--- src/sv/pfk_pkg.sv ---
// Shared constants, types and the radix-16 divide-by-five digit step for the pit-fill kernel.
// No dependencies.
package pfk_pkg;

	// Configuration port geometry
	localparam int ADDR_W = 4;

	// Register indexes (byte address / 4)
	localparam logic [1:0] REG_EQ_TOL   = 2'd0;
	localparam logic [1:0] REG_MIN_RAISE = 2'd1;
	localparam logic [1:0] REG_FALLBACK = 2'd2;

	// Register reset values
	localparam logic [15:0] EQ_TOL_RST    = 16'd1;
	localparam logic [15:0] MIN_RAISE_RST = 16'd1;
	localparam logic [19:0] FALLBACK_RST  = 20'd512;

	// Long division by five works on 4-bit digits, this many per pipeline stage
	localparam int DIGIT_W = 4;
	localparam int DIGITS_PER_STAGE = 4;

	// Which rule supplies the raise for a pit
	typedef enum logic {
		MODE_HALF      = 1'b0,
		MODE_TWENTIETH = 1'b1
	} delta_mode_t;

	typedef struct packed {
		logic [3:0] quo;
		logic [2:0] rem;
	} digit_t;

	// One long-division step: t = {remainder, digit}, t <= 79, quotient digit and new remainder
	function automatic digit_t div5_digit(input logic [6:0] t);
		logic [14:0] prod;
		digit_t      d;
		prod  = 15'(t) * 15'd205;
		d.quo = prod[13:10];
		d.rem = 3'(t - 7'(d.quo) * 7'd5);
		return d;
	endfunction

endpackage

--- src/sv/pfk_in_if.sv ---
// Input channel of the pit-fill kernel: valid/ready request with one 3x3 window.
// No dependencies.
interface pfk_in_if #(parameter int HEIGHT_BITS = 32);
	logic                          valid;
	logic                          ready;
	logic signed [HEIGHT_BITS-1:0] center_height;
	logic signed [HEIGHT_BITS-1:0] height_nw;
	logic signed [HEIGHT_BITS-1:0] height_n;
	logic signed [HEIGHT_BITS-1:0] height_ne;
	logic signed [HEIGHT_BITS-1:0] height_w;
	logic signed [HEIGHT_BITS-1:0] height_e;
	logic signed [HEIGHT_BITS-1:0] height_sw;
	logic signed [HEIGHT_BITS-1:0] height_s;
	logic signed [HEIGHT_BITS-1:0] height_se;
	logic [7:0]                    neighbour_valid;
	logic                          is_outflow;

	modport source(
		output valid, center_height, height_nw, height_n, height_ne, height_w, height_e,
		       height_sw, height_s, height_se, neighbour_valid, is_outflow,
		input  ready
	);
	modport sink(
		input  valid, center_height, height_nw, height_n, height_ne, height_w, height_e,
		       height_sw, height_s, height_se, neighbour_valid, is_outflow,
		output ready
	);
endinterface

--- src/sv/pfk_out_if.sv ---
// Output channel of the pit-fill kernel: valid/ready request with the filled height.
// No dependencies.
interface pfk_out_if #(parameter int HEIGHT_BITS = 32);
	logic                          valid;
	logic                          ready;
	logic signed [HEIGHT_BITS-1:0] new_height;
	logic                          is_pit;

	modport source(output valid, new_height, is_pit, input ready);
	modport sink(input valid, new_height, is_pit, output ready);
endinterface

--- src/sv/dem_pit_fill_kernel.sv ---
// 3x3 pit-fill kernel: finds the two lowest distinct neighbour heights and raises pits.
// It accepts one request per cycle while the output is not stalled.
// The stage count is set by the three-level minimum tree and the digit-serial divide by 20.
// Each stage holds while the next one is full and stalled; the output register frees it.
// arst_n clears all valid bits and loads the register defaults; no clearing pass.
// Depends on pfk_pkg, pfk_in_if, pfk_out_if.
module dem_pit_fill_kernel #(
	parameter int HEIGHT_BITS = 32
) (
	input  logic                       clk,
	input  logic                       arst_n,
	pfk_in_if.sink                     cell_in,
	pfk_out_if.source                  cell_out,
	input  logic                       psel,
	input  logic                       penable,
	input  logic                       pwrite,
	input  logic [pfk_pkg::ADDR_W-1:0] paddr,
	input  logic [31:0]                pwdata,
	output logic [31:0]                prdata,
	output logic                       pready
);

	localparam int HB   = HEIGHT_BITS;
	localparam int QW   = HB - 3;
	localparam int DW   = pfk_pkg::DIGIT_W;
	localparam int DPS  = pfk_pkg::DIGITS_PER_STAGE;
	localparam int NDIG = (QW + DW - 1) / DW;
	localparam int PW   = NDIG * DW;
	localparam int NDS  = (NDIG + DPS - 1) / DPS;
	localparam int SW   = ((HB > 20) ? HB : 20) + 1;
	localparam logic [HB-1:0] SIGN = {1'b1, {(HB-1){1'b0}}};
	localparam logic [HB-1:0] HMAX = '1;

	// Running (lowest, next distinct) pair over a set of neighbours, offset-binary heights
	typedef struct packed {
		logic          has1;
		logic          has2;
		logic [HB-1:0] m1;
		logic [HB-1:0] m2;
	} node_t;

	// Item context carried through the divider stages
	typedef struct packed {
		logic                 pit;
		pfk_pkg::delta_mode_t mode;
		logic                 positive;
		logic [HB-1:0]        m1;
		logic [HB-1:0]        c;
		logic [HB-1:0]        half;
	} ctx_t;

	function automatic node_t leaf(input logic vld, input logic [HB-1:0] h);
		node_t n;
		n.has1 = vld;
		n.has2 = 1'b0;
		n.m1   = h ^ SIGN;
		n.m2   = '0;
		return n;
	endfunction

	function automatic node_t merge(input node_t a, input node_t b);
		node_t         r;
		logic [HB-1:0] lo;
		logic [HB-1:0] best;
		logic          found;
		logic [HB-1:0] cand [4];
		logic          ok   [4];
		if (!a.has1) begin
			r = b;
		end else if (!b.has1) begin
			r = a;
		end else begin
			lo      = (b.m1 < a.m1) ? b.m1 : a.m1;
			cand[0] = a.m1;
			ok[0]   = (a.m1 != lo);
			cand[1] = a.m2;
			ok[1]   = a.has2;
			cand[2] = b.m1;
			ok[2]   = (b.m1 != lo);
			cand[3] = b.m2;
			ok[3]   = b.has2;
			found   = 1'b0;
			best    = '0;
			for (int i = 0; i < 4; i++) begin
				if (ok[i] && (!found || cand[i] < best)) begin
					best  = cand[i];
					found = 1'b1;
				end
			end
			r.has1 = 1'b1;
			r.has2 = found;
			r.m1   = lo;
			r.m2   = best;
		end
		return r;
	endfunction

	// ---------------------------------------------------------------- configuration
	logic [15:0] eq_tol_q;
	logic [15:0] min_raise_q;
	logic [19:0] fallback_q;
	logic        cfg_wr;
	logic [1:0]  cfg_idx;

	assign pready  = 1'b1;
	assign cfg_wr  = psel && penable && pwrite;
	assign cfg_idx = paddr[pfk_pkg::ADDR_W-1:2];

	// Write registers on the access cycle
	always_ff @(posedge clk or negedge arst_n) begin
		if (!arst_n) begin
			eq_tol_q    <= pfk_pkg::EQ_TOL_RST;
			min_raise_q <= pfk_pkg::MIN_RAISE_RST;
			fallback_q  <= pfk_pkg::FALLBACK_RST;
		end else if (cfg_wr) begin
			case (cfg_idx)
				pfk_pkg::REG_EQ_TOL:    eq_tol_q    <= pwdata[15:0];
				pfk_pkg::REG_MIN_RAISE: min_raise_q <= pwdata[15:0];
				pfk_pkg::REG_FALLBACK:  fallback_q  <= pwdata[19:0];
				default: ;
			endcase
		end
	end

	// Read back
	always_comb begin
		case (cfg_idx)
			pfk_pkg::REG_EQ_TOL:    prdata = 32'(eq_tol_q);
			pfk_pkg::REG_MIN_RAISE: prdata = 32'(min_raise_q);
			pfk_pkg::REG_FALLBACK:  prdata = 32'(fallback_q);
			default:                prdata = '0;
		endcase
	end

	// ---------------------------------------------------------------- stall chain
	logic           v_s1, v_s2, v_s3, v_s4, vout_q;
	logic           en_s1, en_s2, en_s3, en_s4, en_o;
	logic [NDS-1:0] v_sd;
	logic [NDS-1:0] en_sd;

	// A stage loads when empty or when its successor loads
	assign en_o          = !vout_q || cell_out.ready;
	assign en_s4         = !v_s4 || en_sd[0];
	assign en_s3         = !v_s3 || en_s4;
	assign en_s2         = !v_s2 || en_s3;
	assign en_s1         = !v_s1 || en_s2;
	assign cell_in.ready = en_s1;

	// ---------------------------------------------------------------- stage 1: pairs
	logic [HB-1:0] hv [8];
	node_t         n1_d [4];
	node_t         node_s1 [4];
	logic [HB-1:0] c_s1;
	logic          outflow_s1;

	assign hv[0] = cell_in.height_nw;
	assign hv[1] = cell_in.height_n;
	assign hv[2] = cell_in.height_ne;
	assign hv[3] = cell_in.height_w;
	assign hv[4] = cell_in.height_e;
	assign hv[5] = cell_in.height_sw;
	assign hv[6] = cell_in.height_s;
	assign hv[7] = cell_in.height_se;

	// Merge neighbours two by two
	always_comb begin
		for (int k = 0; k < 4; k++) begin
			n1_d[k] = merge(leaf(cell_in.neighbour_valid[2*k], hv[2*k]),
			                leaf(cell_in.neighbour_valid[2*k+1], hv[2*k+1]));
		end
	end

	always_ff @(posedge clk or negedge arst_n) begin
		if (!arst_n) begin
			v_s1 <= 1'b0;
		end else if (en_s1) begin
			v_s1 <= cell_in.valid;
		end
	end

	always_ff @(posedge clk) begin
		if (en_s1 && cell_in.valid) begin
			node_s1    <= n1_d;
			c_s1       <= cell_in.center_height ^ SIGN;
			outflow_s1 <= cell_in.is_outflow;
		end
	end

	// ---------------------------------------------------------------- stage 2: quads
	node_t         node_s2 [2];
	logic [HB-1:0] c_s2;
	logic          outflow_s2;

	always_ff @(posedge clk or negedge arst_n) begin
		if (!arst_n) begin
			v_s2 <= 1'b0;
		end else if (en_s2) begin
			v_s2 <= v_s1;
		end
	end

	always_ff @(posedge clk) begin
		if (en_s2 && v_s1) begin
			node_s2[0] <= merge(node_s1[0], node_s1[1]);
			node_s2[1] <= merge(node_s1[2], node_s1[3]);
			c_s2       <= c_s1;
			outflow_s2 <= outflow_s1;
		end
	end

	// ---------------------------------------------------------------- stage 3: all eight
	node_t         n3_d;
	logic          has1_s3;
	logic [HB-1:0] m1_s3;
	logic [HB-1:0] m2_s3;
	logic [HB-1:0] c_s3;
	logic          outflow_s3;

	assign n3_d = merge(node_s2[0], node_s2[1]);

	always_ff @(posedge clk or negedge arst_n) begin
		if (!arst_n) begin
			v_s3 <= 1'b0;
		end else if (en_s3) begin
			v_s3 <= v_s2;
		end
	end

	// Take the lowest height as second when no other distinct height exists
	always_ff @(posedge clk) begin
		if (en_s3 && v_s2) begin
			has1_s3    <= n3_d.has1;
			m1_s3      <= n3_d.m1;
			m2_s3      <= n3_d.has2 ? n3_d.m2 : n3_d.m1;
			c_s3       <= c_s2;
			outflow_s3 <= outflow_s2;
		end
	end

	// ---------------------------------------------------------------- stage 4: pit test, rule
	logic [HB-1:0] d21;
	logic [HB:0]   dc;
	ctx_t          ctx_d4;
	ctx_t          ctx_s4;
	logic [PW-1:0] word_s4;

	assign d21 = m2_s3 - m1_s3;
	assign dc  = {1'b0, m1_s3} - {1'b0, c_s3};

	// Pick the raise rule; for a pit, dc is the distance from the cell to the lowest neighbour
	always_comb begin
		ctx_d4.pit = has1_s3 && !outflow_s3 && !dc[HB];
		ctx_d4.m1  = m1_s3;
		ctx_d4.c   = c_s3;
		if (d21 > HB'(eq_tol_q)) begin
			ctx_d4.mode = pfk_pkg::MODE_HALF;
			ctx_d4.half = d21 >> 1;
		end else if (dc[HB-1:0] <= HB'(eq_tol_q)) begin
			ctx_d4.mode = pfk_pkg::MODE_TWENTIETH;
			ctx_d4.half = '0;
		end else begin
			ctx_d4.mode = pfk_pkg::MODE_HALF;
			ctx_d4.half = dc[HB-1:0] >> 1;
		end
		ctx_d4.positive = (ctx_d4.mode == pfk_pkg::MODE_HALF) || (c_s3 > SIGN);
	end

	always_ff @(posedge clk or negedge arst_n) begin
		if (!arst_n) begin
			v_s4 <= 1'b0;
		end else if (en_s4) begin
			v_s4 <= v_s3;
		end
	end

	// Dividend is the positive height over four; the divider then divides by five
	always_ff @(posedge clk) begin
		if (en_s4 && v_s3) begin
			ctx_s4  <= ctx_d4;
			word_s4 <= PW'(c_s3[HB-2:2]);
		end
	end

	// ---------------------------------------------------------------- divide by five, digit serial
	ctx_t          ctx_sd  [NDS];
	logic [PW-1:0] word_sd [NDS];
	logic [2:0]    rem_sd  [NDS];

	for (genvar j = 0; j < NDS; j++) begin : g_div
		ctx_t          ctx_in;
		logic [PW-1:0] w_in;
		logic [PW-1:0] w_nx;
		logic [2:0]    r_in;
		logic [2:0]    r_nx;
		logic          v_in;

		if (j == 0) begin : g_first
			assign ctx_in = ctx_s4;
			assign w_in   = word_s4;
			assign r_in   = '0;
			assign v_in   = v_s4;
		end else begin : g_next
			assign ctx_in = ctx_sd[j-1];
			assign w_in   = word_sd[j-1];
			assign r_in   = rem_sd[j-1];
			assign v_in   = v_sd[j-1];
		end

		if (j == NDS - 1) begin : g_last
			assign en_sd[j] = !v_sd[j] || en_o;
		end else begin : g_mid
			assign en_sd[j] = !v_sd[j] || en_sd[j+1];
		end

		// Replace the next digits, top first, by quotient digits
		always_comb begin
			pfk_pkg::digit_t dg;
			int              k;
			w_nx = w_in;
			r_nx = r_in;
			for (int i = 0; i < DPS; i++) begin
				k = NDIG - 1 - j * DPS - i;
				if (k >= 0) begin
					dg                = pfk_pkg::div5_digit({r_nx, w_nx[k*DW +: DW]});
					w_nx[k*DW +: DW]  = dg.quo;
					r_nx              = dg.rem;
				end
			end
		end

		always_ff @(posedge clk or negedge arst_n) begin
			if (!arst_n) begin
				v_sd[j] <= 1'b0;
			end else if (en_sd[j]) begin
				v_sd[j] <= v_in;
			end
		end

		always_ff @(posedge clk) begin
			if (en_sd[j] && v_in) begin
				ctx_sd[j]  <= ctx_in;
				word_sd[j] <= w_nx;
				rem_sd[j]  <= r_nx;
			end
		end
	end

	// ---------------------------------------------------------------- final: raise and saturate
	ctx_t          ctx_f;
	logic [HB-1:0] delta;
	logic          use_delta;
	logic [SW-1:0] add_f;
	logic [SW-1:0] sum_f;
	logic [HB-1:0] res_d;
	logic [HB-1:0] res_q;
	logic          pit_q;

	assign ctx_f = ctx_sd[NDS-1];

	always_comb begin
		delta     = (ctx_f.mode == pfk_pkg::MODE_HALF) ? ctx_f.half : HB'(word_sd[NDS-1]);
		use_delta = ctx_f.positive && (delta > HB'(min_raise_q));
		add_f     = use_delta ? SW'(delta) : SW'(fallback_q);
		sum_f     = SW'(ctx_f.m1) + add_f;
		if (!ctx_f.pit) begin
			res_d = ctx_f.c;
		end else if (sum_f > SW'(HMAX)) begin
			res_d = HMAX;
		end else begin
			res_d = sum_f[HB-1:0];
		end
	end

	always_ff @(posedge clk or negedge arst_n) begin
		if (!arst_n) begin
			vout_q <= 1'b0;
		end else if (en_o) begin
			vout_q <= v_sd[NDS-1];
		end
	end

	always_ff @(posedge clk) begin
		if (en_o && v_sd[NDS-1]) begin
			res_q <= res_d;
			pit_q <= ctx_f.pit;
		end
	end

	// Drive the result, back from offset binary
	assign cell_out.valid      = vout_q;
	assign cell_out.new_height = res_q ^ SIGN;
	assign cell_out.is_pit     = pit_q;

endmodule
--- src/flat_wrapper.sv ---
// flat-port wrapper written by rule: the top's interface ports become plain ports
module dem_pit_fill_kernel_flat 
#(
	parameter int HEIGHT_BITS = 32
)
  (clk, arst_n, psel, penable, pwrite, paddr, pwdata, prdata, pready, cell_in_valid, cell_in_center_height, cell_in_height_nw, cell_in_height_n, cell_in_height_ne, cell_in_height_w, cell_in_height_e, cell_in_height_sw, cell_in_height_s, cell_in_height_se, cell_in_neighbour_valid, cell_in_is_outflow, cell_in_ready, cell_out_valid, cell_out_new_height, cell_out_is_pit, cell_out_ready);
  pfk_in_if #(.HEIGHT_BITS(HEIGHT_BITS)) cell_in_i ();
  pfk_out_if #(.HEIGHT_BITS(HEIGHT_BITS)) cell_out_i ();
  input  logic clk;
  input  logic arst_n;
  input  logic psel;
  input  logic penable;
  input  logic pwrite;
  input  logic [pfk_pkg::ADDR_W-1:0] paddr;
  input  logic [31:0] pwdata;
  output logic [31:0] prdata;
  output logic pready;
  input wire logic [$bits(cell_in_i.valid)-1:0] cell_in_valid;
  input wire logic [$bits(cell_in_i.center_height)-1:0] cell_in_center_height;
  input wire logic [$bits(cell_in_i.height_nw)-1:0] cell_in_height_nw;
  input wire logic [$bits(cell_in_i.height_n)-1:0] cell_in_height_n;
  input wire logic [$bits(cell_in_i.height_ne)-1:0] cell_in_height_ne;
  input wire logic [$bits(cell_in_i.height_w)-1:0] cell_in_height_w;
  input wire logic [$bits(cell_in_i.height_e)-1:0] cell_in_height_e;
  input wire logic [$bits(cell_in_i.height_sw)-1:0] cell_in_height_sw;
  input wire logic [$bits(cell_in_i.height_s)-1:0] cell_in_height_s;
  input wire logic [$bits(cell_in_i.height_se)-1:0] cell_in_height_se;
  input wire logic [$bits(cell_in_i.neighbour_valid)-1:0] cell_in_neighbour_valid;
  input wire logic [$bits(cell_in_i.is_outflow)-1:0] cell_in_is_outflow;
  output wire logic [$bits(cell_in_i.ready)-1:0] cell_in_ready;
  output wire logic [$bits(cell_out_i.valid)-1:0] cell_out_valid;
  output wire logic [$bits(cell_out_i.new_height)-1:0] cell_out_new_height;
  output wire logic [$bits(cell_out_i.is_pit)-1:0] cell_out_is_pit;
  input wire logic [$bits(cell_out_i.ready)-1:0] cell_out_ready;
  assign cell_in_i.valid = cell_in_valid;
  assign cell_in_i.center_height = cell_in_center_height;
  assign cell_in_i.height_nw = cell_in_height_nw;
  assign cell_in_i.height_n = cell_in_height_n;
  assign cell_in_i.height_ne = cell_in_height_ne;
  assign cell_in_i.height_w = cell_in_height_w;
  assign cell_in_i.height_e = cell_in_height_e;
  assign cell_in_i.height_sw = cell_in_height_sw;
  assign cell_in_i.height_s = cell_in_height_s;
  assign cell_in_i.height_se = cell_in_height_se;
  assign cell_in_i.neighbour_valid = cell_in_neighbour_valid;
  assign cell_in_i.is_outflow = cell_in_is_outflow;
  assign cell_in_ready = cell_in_i.ready;
  assign cell_out_valid = cell_out_i.valid;
  assign cell_out_new_height = cell_out_i.new_height;
  assign cell_out_is_pit = cell_out_i.is_pit;
  assign cell_out_i.ready = cell_out_ready;
  dem_pit_fill_kernel #(.HEIGHT_BITS(HEIGHT_BITS)) u_core (.clk(clk), .arst_n(arst_n), .cell_in(cell_in_i), .cell_out(cell_out_i), .psel(psel), .penable(penable), .pwrite(pwrite), .paddr(paddr), .pwdata(pwdata), .prdata(prdata), .pready(pready));
endmodule
--- config.mk ---
export PLATFORM = sky130hd
export DESIGN_NAME = dem_pit_fill_kernel_flat
export DESIGN_NICKNAME = d
export VERILOG_FILES = /design/src/sv/pfk_pkg.sv /design/src/sv/pfk_in_if.sv /design/src/sv/pfk_out_if.sv /design/src/sv/dem_pit_fill_kernel.sv /design/src/flat_wrapper.sv
export SDC_FILE = /design/constraint.sdc
export NUM_CORES = 2
export LEC_CHECK = 0
export BUFFER_PORTS_ARGS = -buffer_cell sky130_fd_sc_hd__buf_2
export CORE_MARGIN = 5
export CORE_UTILIZATION = 28
export DETAILED_ROUTE_END_ITERATION = 8
export HOLD_SLACK_MARGIN = 0.12
export PLACE_DENSITY = 0.51
export SYNTH_ARGS = -nofsm -noshare
export SYNTH_HDL_FRONTEND = slang
export SYNTH_SLANG_ARGS = --single-unit
--- constraint.sdc ---
create_clock -name clk -period 18.25 [get_ports clk]
set_input_delay 3.65 -clock clk [delete_from_list [all_inputs] [get_ports clk]]
set_output_delay 3.65 -clock clk [all_outputs]
set_load 0.005 [all_outputs]
Word-level counts from Yosys, hierarchy flattened. Memory sizes are Yosys's and may differ from the RTL's. Cells that the tools add are included.

Bitwise gates (word level): 11. Add/subtract/negate cells: 11. $mul: 15. Equality and inequality tests: 16. Order comparisons: 25. Reduce and logical (&&, ||, !) cells: 76. Multiplexer cells: 143.

Operators with widths (number): 32-bit two-way mux (64); 32-bit < comparator (20); 66-bit two-way mux (9); 65-bit two-way mux (7); 32-bit != test (14); 7-bit by 8-bit multiplier with 14-bit output (second input constant) (7); 32-bit by 16-bit greater-than comparator with 1-bit output (2); 31-bit two-way mux (2); 1-bit two-way mux (60); 20-bit one-hot mux with 3 select lines (1); 32-bit by 33-bit adder with 33-bit output (1); 33-bit by 32-bit greater-than comparator with 1-bit output (second input constant) (1); 32-bit by 32-bit subtractor with 33-bit output (1); 32-bit greater-than comparator (second input constant) (1); 32-bit by 16-bit <= comparator with 1-bit output (1); 32-bit subtractor (1); 4-bit by 3-bit multiplier with 3-bit output (second input constant) (7); 1-bit logical AND (25); 1-bit logical NOT (22); 1-bit logical OR (21); 3-bit subtractor (7); 2-bit AND reduction (7); 1-bit inverter (11); 4-bit by 3-bit multiplier with 3-bit output (both inputs constant) (1); other kinds (4) (4).

Memories: 4. Register bits after elaboration: 648. RAM bits: 400. Input port bits: 340. Output and inout bits: 68.

Memories: u_core.ctx_sd (depth 2, width 99, read ports 2, clocked after memory_dff 0, write ports 2, line dem_pit_fill_kernel.sv:285) `ctx_t ctx_sd [NDS];`; u_core.node_s2 (depth 2, width 66, read ports 2, clocked after memory_dff 0, write ports 2, line dem_pit_fill_kernel.sv:190) `node_t node_s2 [2];`; u_core.word_sd (depth 2, width 32, read ports 2, clocked after memory_dff 0, write ports 2, line dem_pit_fill_kernel.sv:286) `logic [PW-1:0] word_sd [NDS];`; u_core.rem_sd (depth 2, width 3, read ports 1, clocked after memory_dff 0, write ports 2, line dem_pit_fill_kernel.sv:287) `logic [2:0] rem_sd [NDS];`.

Depth between registers and ports, before layout.
Depth after elaboration: 30. Gate-level depth with buffers: 71.

Least setup slack after synthesis. OpenSTA, ideal clock, no wires.

Path type: reg2reg. Start: memory u_core.rem_sd[0][0]. End: memory u_core.word_sd[0][35] (netlist bit), data pin. Cell stages (with the launch flop): 68. Data required time: 17.992 ns. Setup slack: 2.368 ns. Path buffers: 0. Library setup time: 0.258 ns. Arrival: 15.624 ns. Path through: edfxtp_1 ha_1 ha_1 fa_1 inv_1 fa_1 inv_1 ha_1 a31o_2 a21o_1 a21o_1 a21oi_1 xnor2_1 ha_1 fa_1 xor2_1 xnor2_1 xnor2_1 (+32 left out) xnor2_1 xnor2_1 ha_1 ha_1 fa_1 inv_1 fa_1 inv_1 ha_1 a31o_2 a21o_1 a21o_1 a21oi_1 nor2b_1 o21a_1 o21a_1 nor2_1 xnor2_1.

RTL lines (line): from (decl) (dem_pit_fill_kernel.sv:287); to (decl) (dem_pit_fill_kernel.sv:286).

==> flow_summary.ini <==
[outcome]
run_status = complete, no violations

[hold_path]
hold_class = flip-flop to flip-flop
end_of_the_worst_hold_path = u_core.ctx_sd[0][118]
hp-start = u_core.ctx_sd[0][19]
hold_path_depth = 0

[timing]
post-route-period-util_pct = 93.9
clock_period_minus_worst_slack_ps = 17130
final.setup.tns_ps = 0
rsz_0062_raised_after_global_routing = false
timing.final.setup_violations = 0
clock.fmax_mhz = 58.4
worst-slew-pin-transition_ps = 1300
final_hold_viol_count = 0
finalMaxSlewViolations = 0
slew-limit-headroom_pct = 13.3
clock_tree_skew_after_final_layout_ps = 54.3

[synthesis]
yosysWarningCount = 0
ys_async_sr_fraction_pct = 5.97
syn_area_per_cell_um2 = 11.2
yosysTopAreaCell = sky130_fd_sc_hd__edfxtp_1
post_synth_instance_area_um2 = 67600
synth_enable_flop_cells = 930
synth_top_area_share_pct = 41.3
synthCells = 6050
synth_seq_cells = 989
ys_dominant_reg_cell = sky130_fd_sc_hd__edfxtp_1
register_area_share_after_synthesis_pct = 43.5
ys_top_cells_by_area = sky130_fd_sc_hd__edfxtp_1, sky130_fd_sc_hd__ha_1, sky130_fd_sc_hd__mux2_2, sky130_fd_sc_hd__xnor2_1, sky130_fd_sc_hd__mux2i_1
post_synth_num_cell_types = 91

[critical_path]
critical_path.max_stage_delay_ps = 520
cpMostUsedCell = sky130_fd_sc_hd__ha_1
worstSetupStartpointType = flip-flop
crit_path_max_delay_cell_type = sky130_fd_sc_hd__fa_1
reg2reg_depth = 67
cp_max_fo = 5
setup.reg_to_reg.worst_slack_ps = 1120
setup.worst_path.class = flip-flop to flip-flop
worst_r2r_startpoint = u_core.rem_sd[0][0]
critical_path.endpoint_type = flip-flop
reg2reg_end = u_core.word_sd[0][35]
required_ps = 18770
arrival_ps = 17650

[global_routing]
gr-total-overflow = 0
grt_max_degree = 79
antenna_violations_before_repair = 13
global_route_total_usage_across_every_layer_pct = 16.6
grt_first_pass_wirelength_um = 317000
number_of_global_route_vias_before_repair = 48994

[placement]
place_congestion = 0.938
dp_hpwl_um = 173000
buffer_ports.inserted = 380

[layout]
nets = 7637
mostFrequentLayoutCell = sky130_fd_sc_hd__edfxtp_1
drive_above_1_share_pct = 14.3
layout-area-overhead-vs-synth_pct = 13.5
mostFrequentLayoutCells = sky130_fd_sc_hd__edfxtp_1, sky130_fd_sc_hd__ha_1, sky130_fd_sc_hd__inv_1
n_fill_cell = 24408

[floorplanning]
fp.coreArea_um2 = 241000
die_y_um = 501
fp-row-count = 180
ioPinCount = 408
dieArea_um2 = 251000
chip_width_um = 501
effective_utilization_at_floorplan_pct = 28.1

[drt]
route.detailed.wl_per_inst_um = 22.2
drt_first_iter_violations = 3495
avgViaCountPerCell = 5.03
via_count = 48609
dr.pass1.iters = 6
drc = 0
finalWirelength_um = 214000
route.antenna.remaining_nets = 0

[flow_run]
cap_violations = 0

[cts]
cts_hold_repair.buffers = 0
tritoncts = yes
htree_levels = 3
maximum_number_of_buffers_from_clock_root_to_sink = 3
clk_transition_reported_paths_ps = 70
clock_insertion_delay_worst_skew_ps = 760
cts_root_buf = sky130_fd_sc_hd__clkbuf_16
postCtsSetupBuffers = 0
cts_made_buffers = 110
post_cts.resized_instances = 0
cts_num_sinks = 989
[synthesized netlist by cell type (all sizes together) (68+ instances only)]
| master | count |
|---|---|
| o21ai | 253 |
| inv | 600 |
| xnor2 | 274 |
| nand2 | 301 |
| mux2i | 234 |
| nand4 | 155 |
| a21oi | 249 |
| a21o | 238 |
| nor4 | 69 |
| o21a | 68 |
| mux2 | 240 |
| buf | 97 |
| nor3 | 91 |
| nor2 | 307 |
| edfxtp | 930 |
| clkbuf | 132 |
| ha | 862 |
[cell type report]
type	instances	area (um^2)	area share, %
clock buffers	132	2950	3.84
inverters	601	2260	2.94
clock inverters	75	798	1.04
well taps	3185	3990	5.19
diodes	4	10.0	0.0130
flip-flops and latches	989	29400	38.3
multi-input cells	4242	35000	45.7
repair buffers	431	2280	2.98
[state kept, by name, indices dropped and copies added, names as in the netlist, 2 cells and up]
signal,count
u_core.ctx_s4,98
u_core.c_s1,32
u_core.node_s1,264
u_core.min_raise_q,16
u_core.ctx_sd,180
u_core.c_s2,32
u_core.rem_sd,3
u_core.eq_tol_q,16
u_core.fallback_q,20
u_core.m2_s3,32
u_core.c_s3,32
u_core.node_s2,132
u_core.res_q,32
u_core.m1_s3,32
u_core.word_sd,56
u_core.g_div.v_in,2
[stage by stage]
step                      hold slack [ps]  utilization [%]  instances  setup slack (ps)  cell area (um^2)
after floorplan                       400                -       6061              2370             67700
after global placement                401             30.3       9448              1070             73000
after detailed placement              405             30.3       9448              1100             73000
after CTS                             412             31.9       9655              1010             76700
after global routing                  421             31.9       9655               224             76700
final                                 403             31.9       9659              1120             76700
[metal layers]
layer / global-route usage (%) / up-vias / wire length (um) / share of wire, %
met2: 26.7 / 1403 / 96800 / 45
met1: 23.4 / 23683 / 100000 / 47
met5: 0 / - / 59 / 0.028
li1: - / 23169 / - / -
met4: 5.47 / 8 / 7660 / 3.6
met3: 1.90 / 346 / 9710 / 4.5
[how the worst max path moves through the flow]
stage | startpoint | end | cells past startpoint
finish | u_core.rem_sd[0][0] | u_core.word_sd[0][35] | 67
global route | u_core.rem_sd[0][0] | u_core.word_sd[0][35] | 68
CTS | u_core.rem_sd[0][0] | u_core.word_sd[0][35] | 67
detailed placement | u_core.rem_sd[0][0] | u_core.word_sd[0][35] | 67
global placement | u_core.rem_sd[0][0] | u_core.word_sd[0][35] | 67
floorplan | u_core.rem_sd[0][0] | u_core.word_sd[0][35] | 67
[critical path, delay by kind of cell (launching register included)]
family | cells | cell delay, ps
xor+xnor | 13 | 2560
fa+ha+maj | 26 | 9470
simple gates | 2 | 210
flops | 1 | 480
compound gates | 18 | 3730
buf+inv | 8 | 410
[cells by family after synthesis]
group / after synthesis / synth area share (%)
AO/OA/AOI/OAI: 1315 / 13.5
adder cells (fa/ha/maj): 922 / 17.7
buffers and inverters: 830 / 4.99
AND/OR/NAND/NOR: 1196 / 8.66
XOR/XNOR: 322 / 4.17
multiplexers: 474 / 7.46
other: 2 / 0.0111
flip-flops: 989 / 43.5
Power is not shown: default switching activity piles up to over one toggle a cycle in this logic, so the estimate is an artifact.
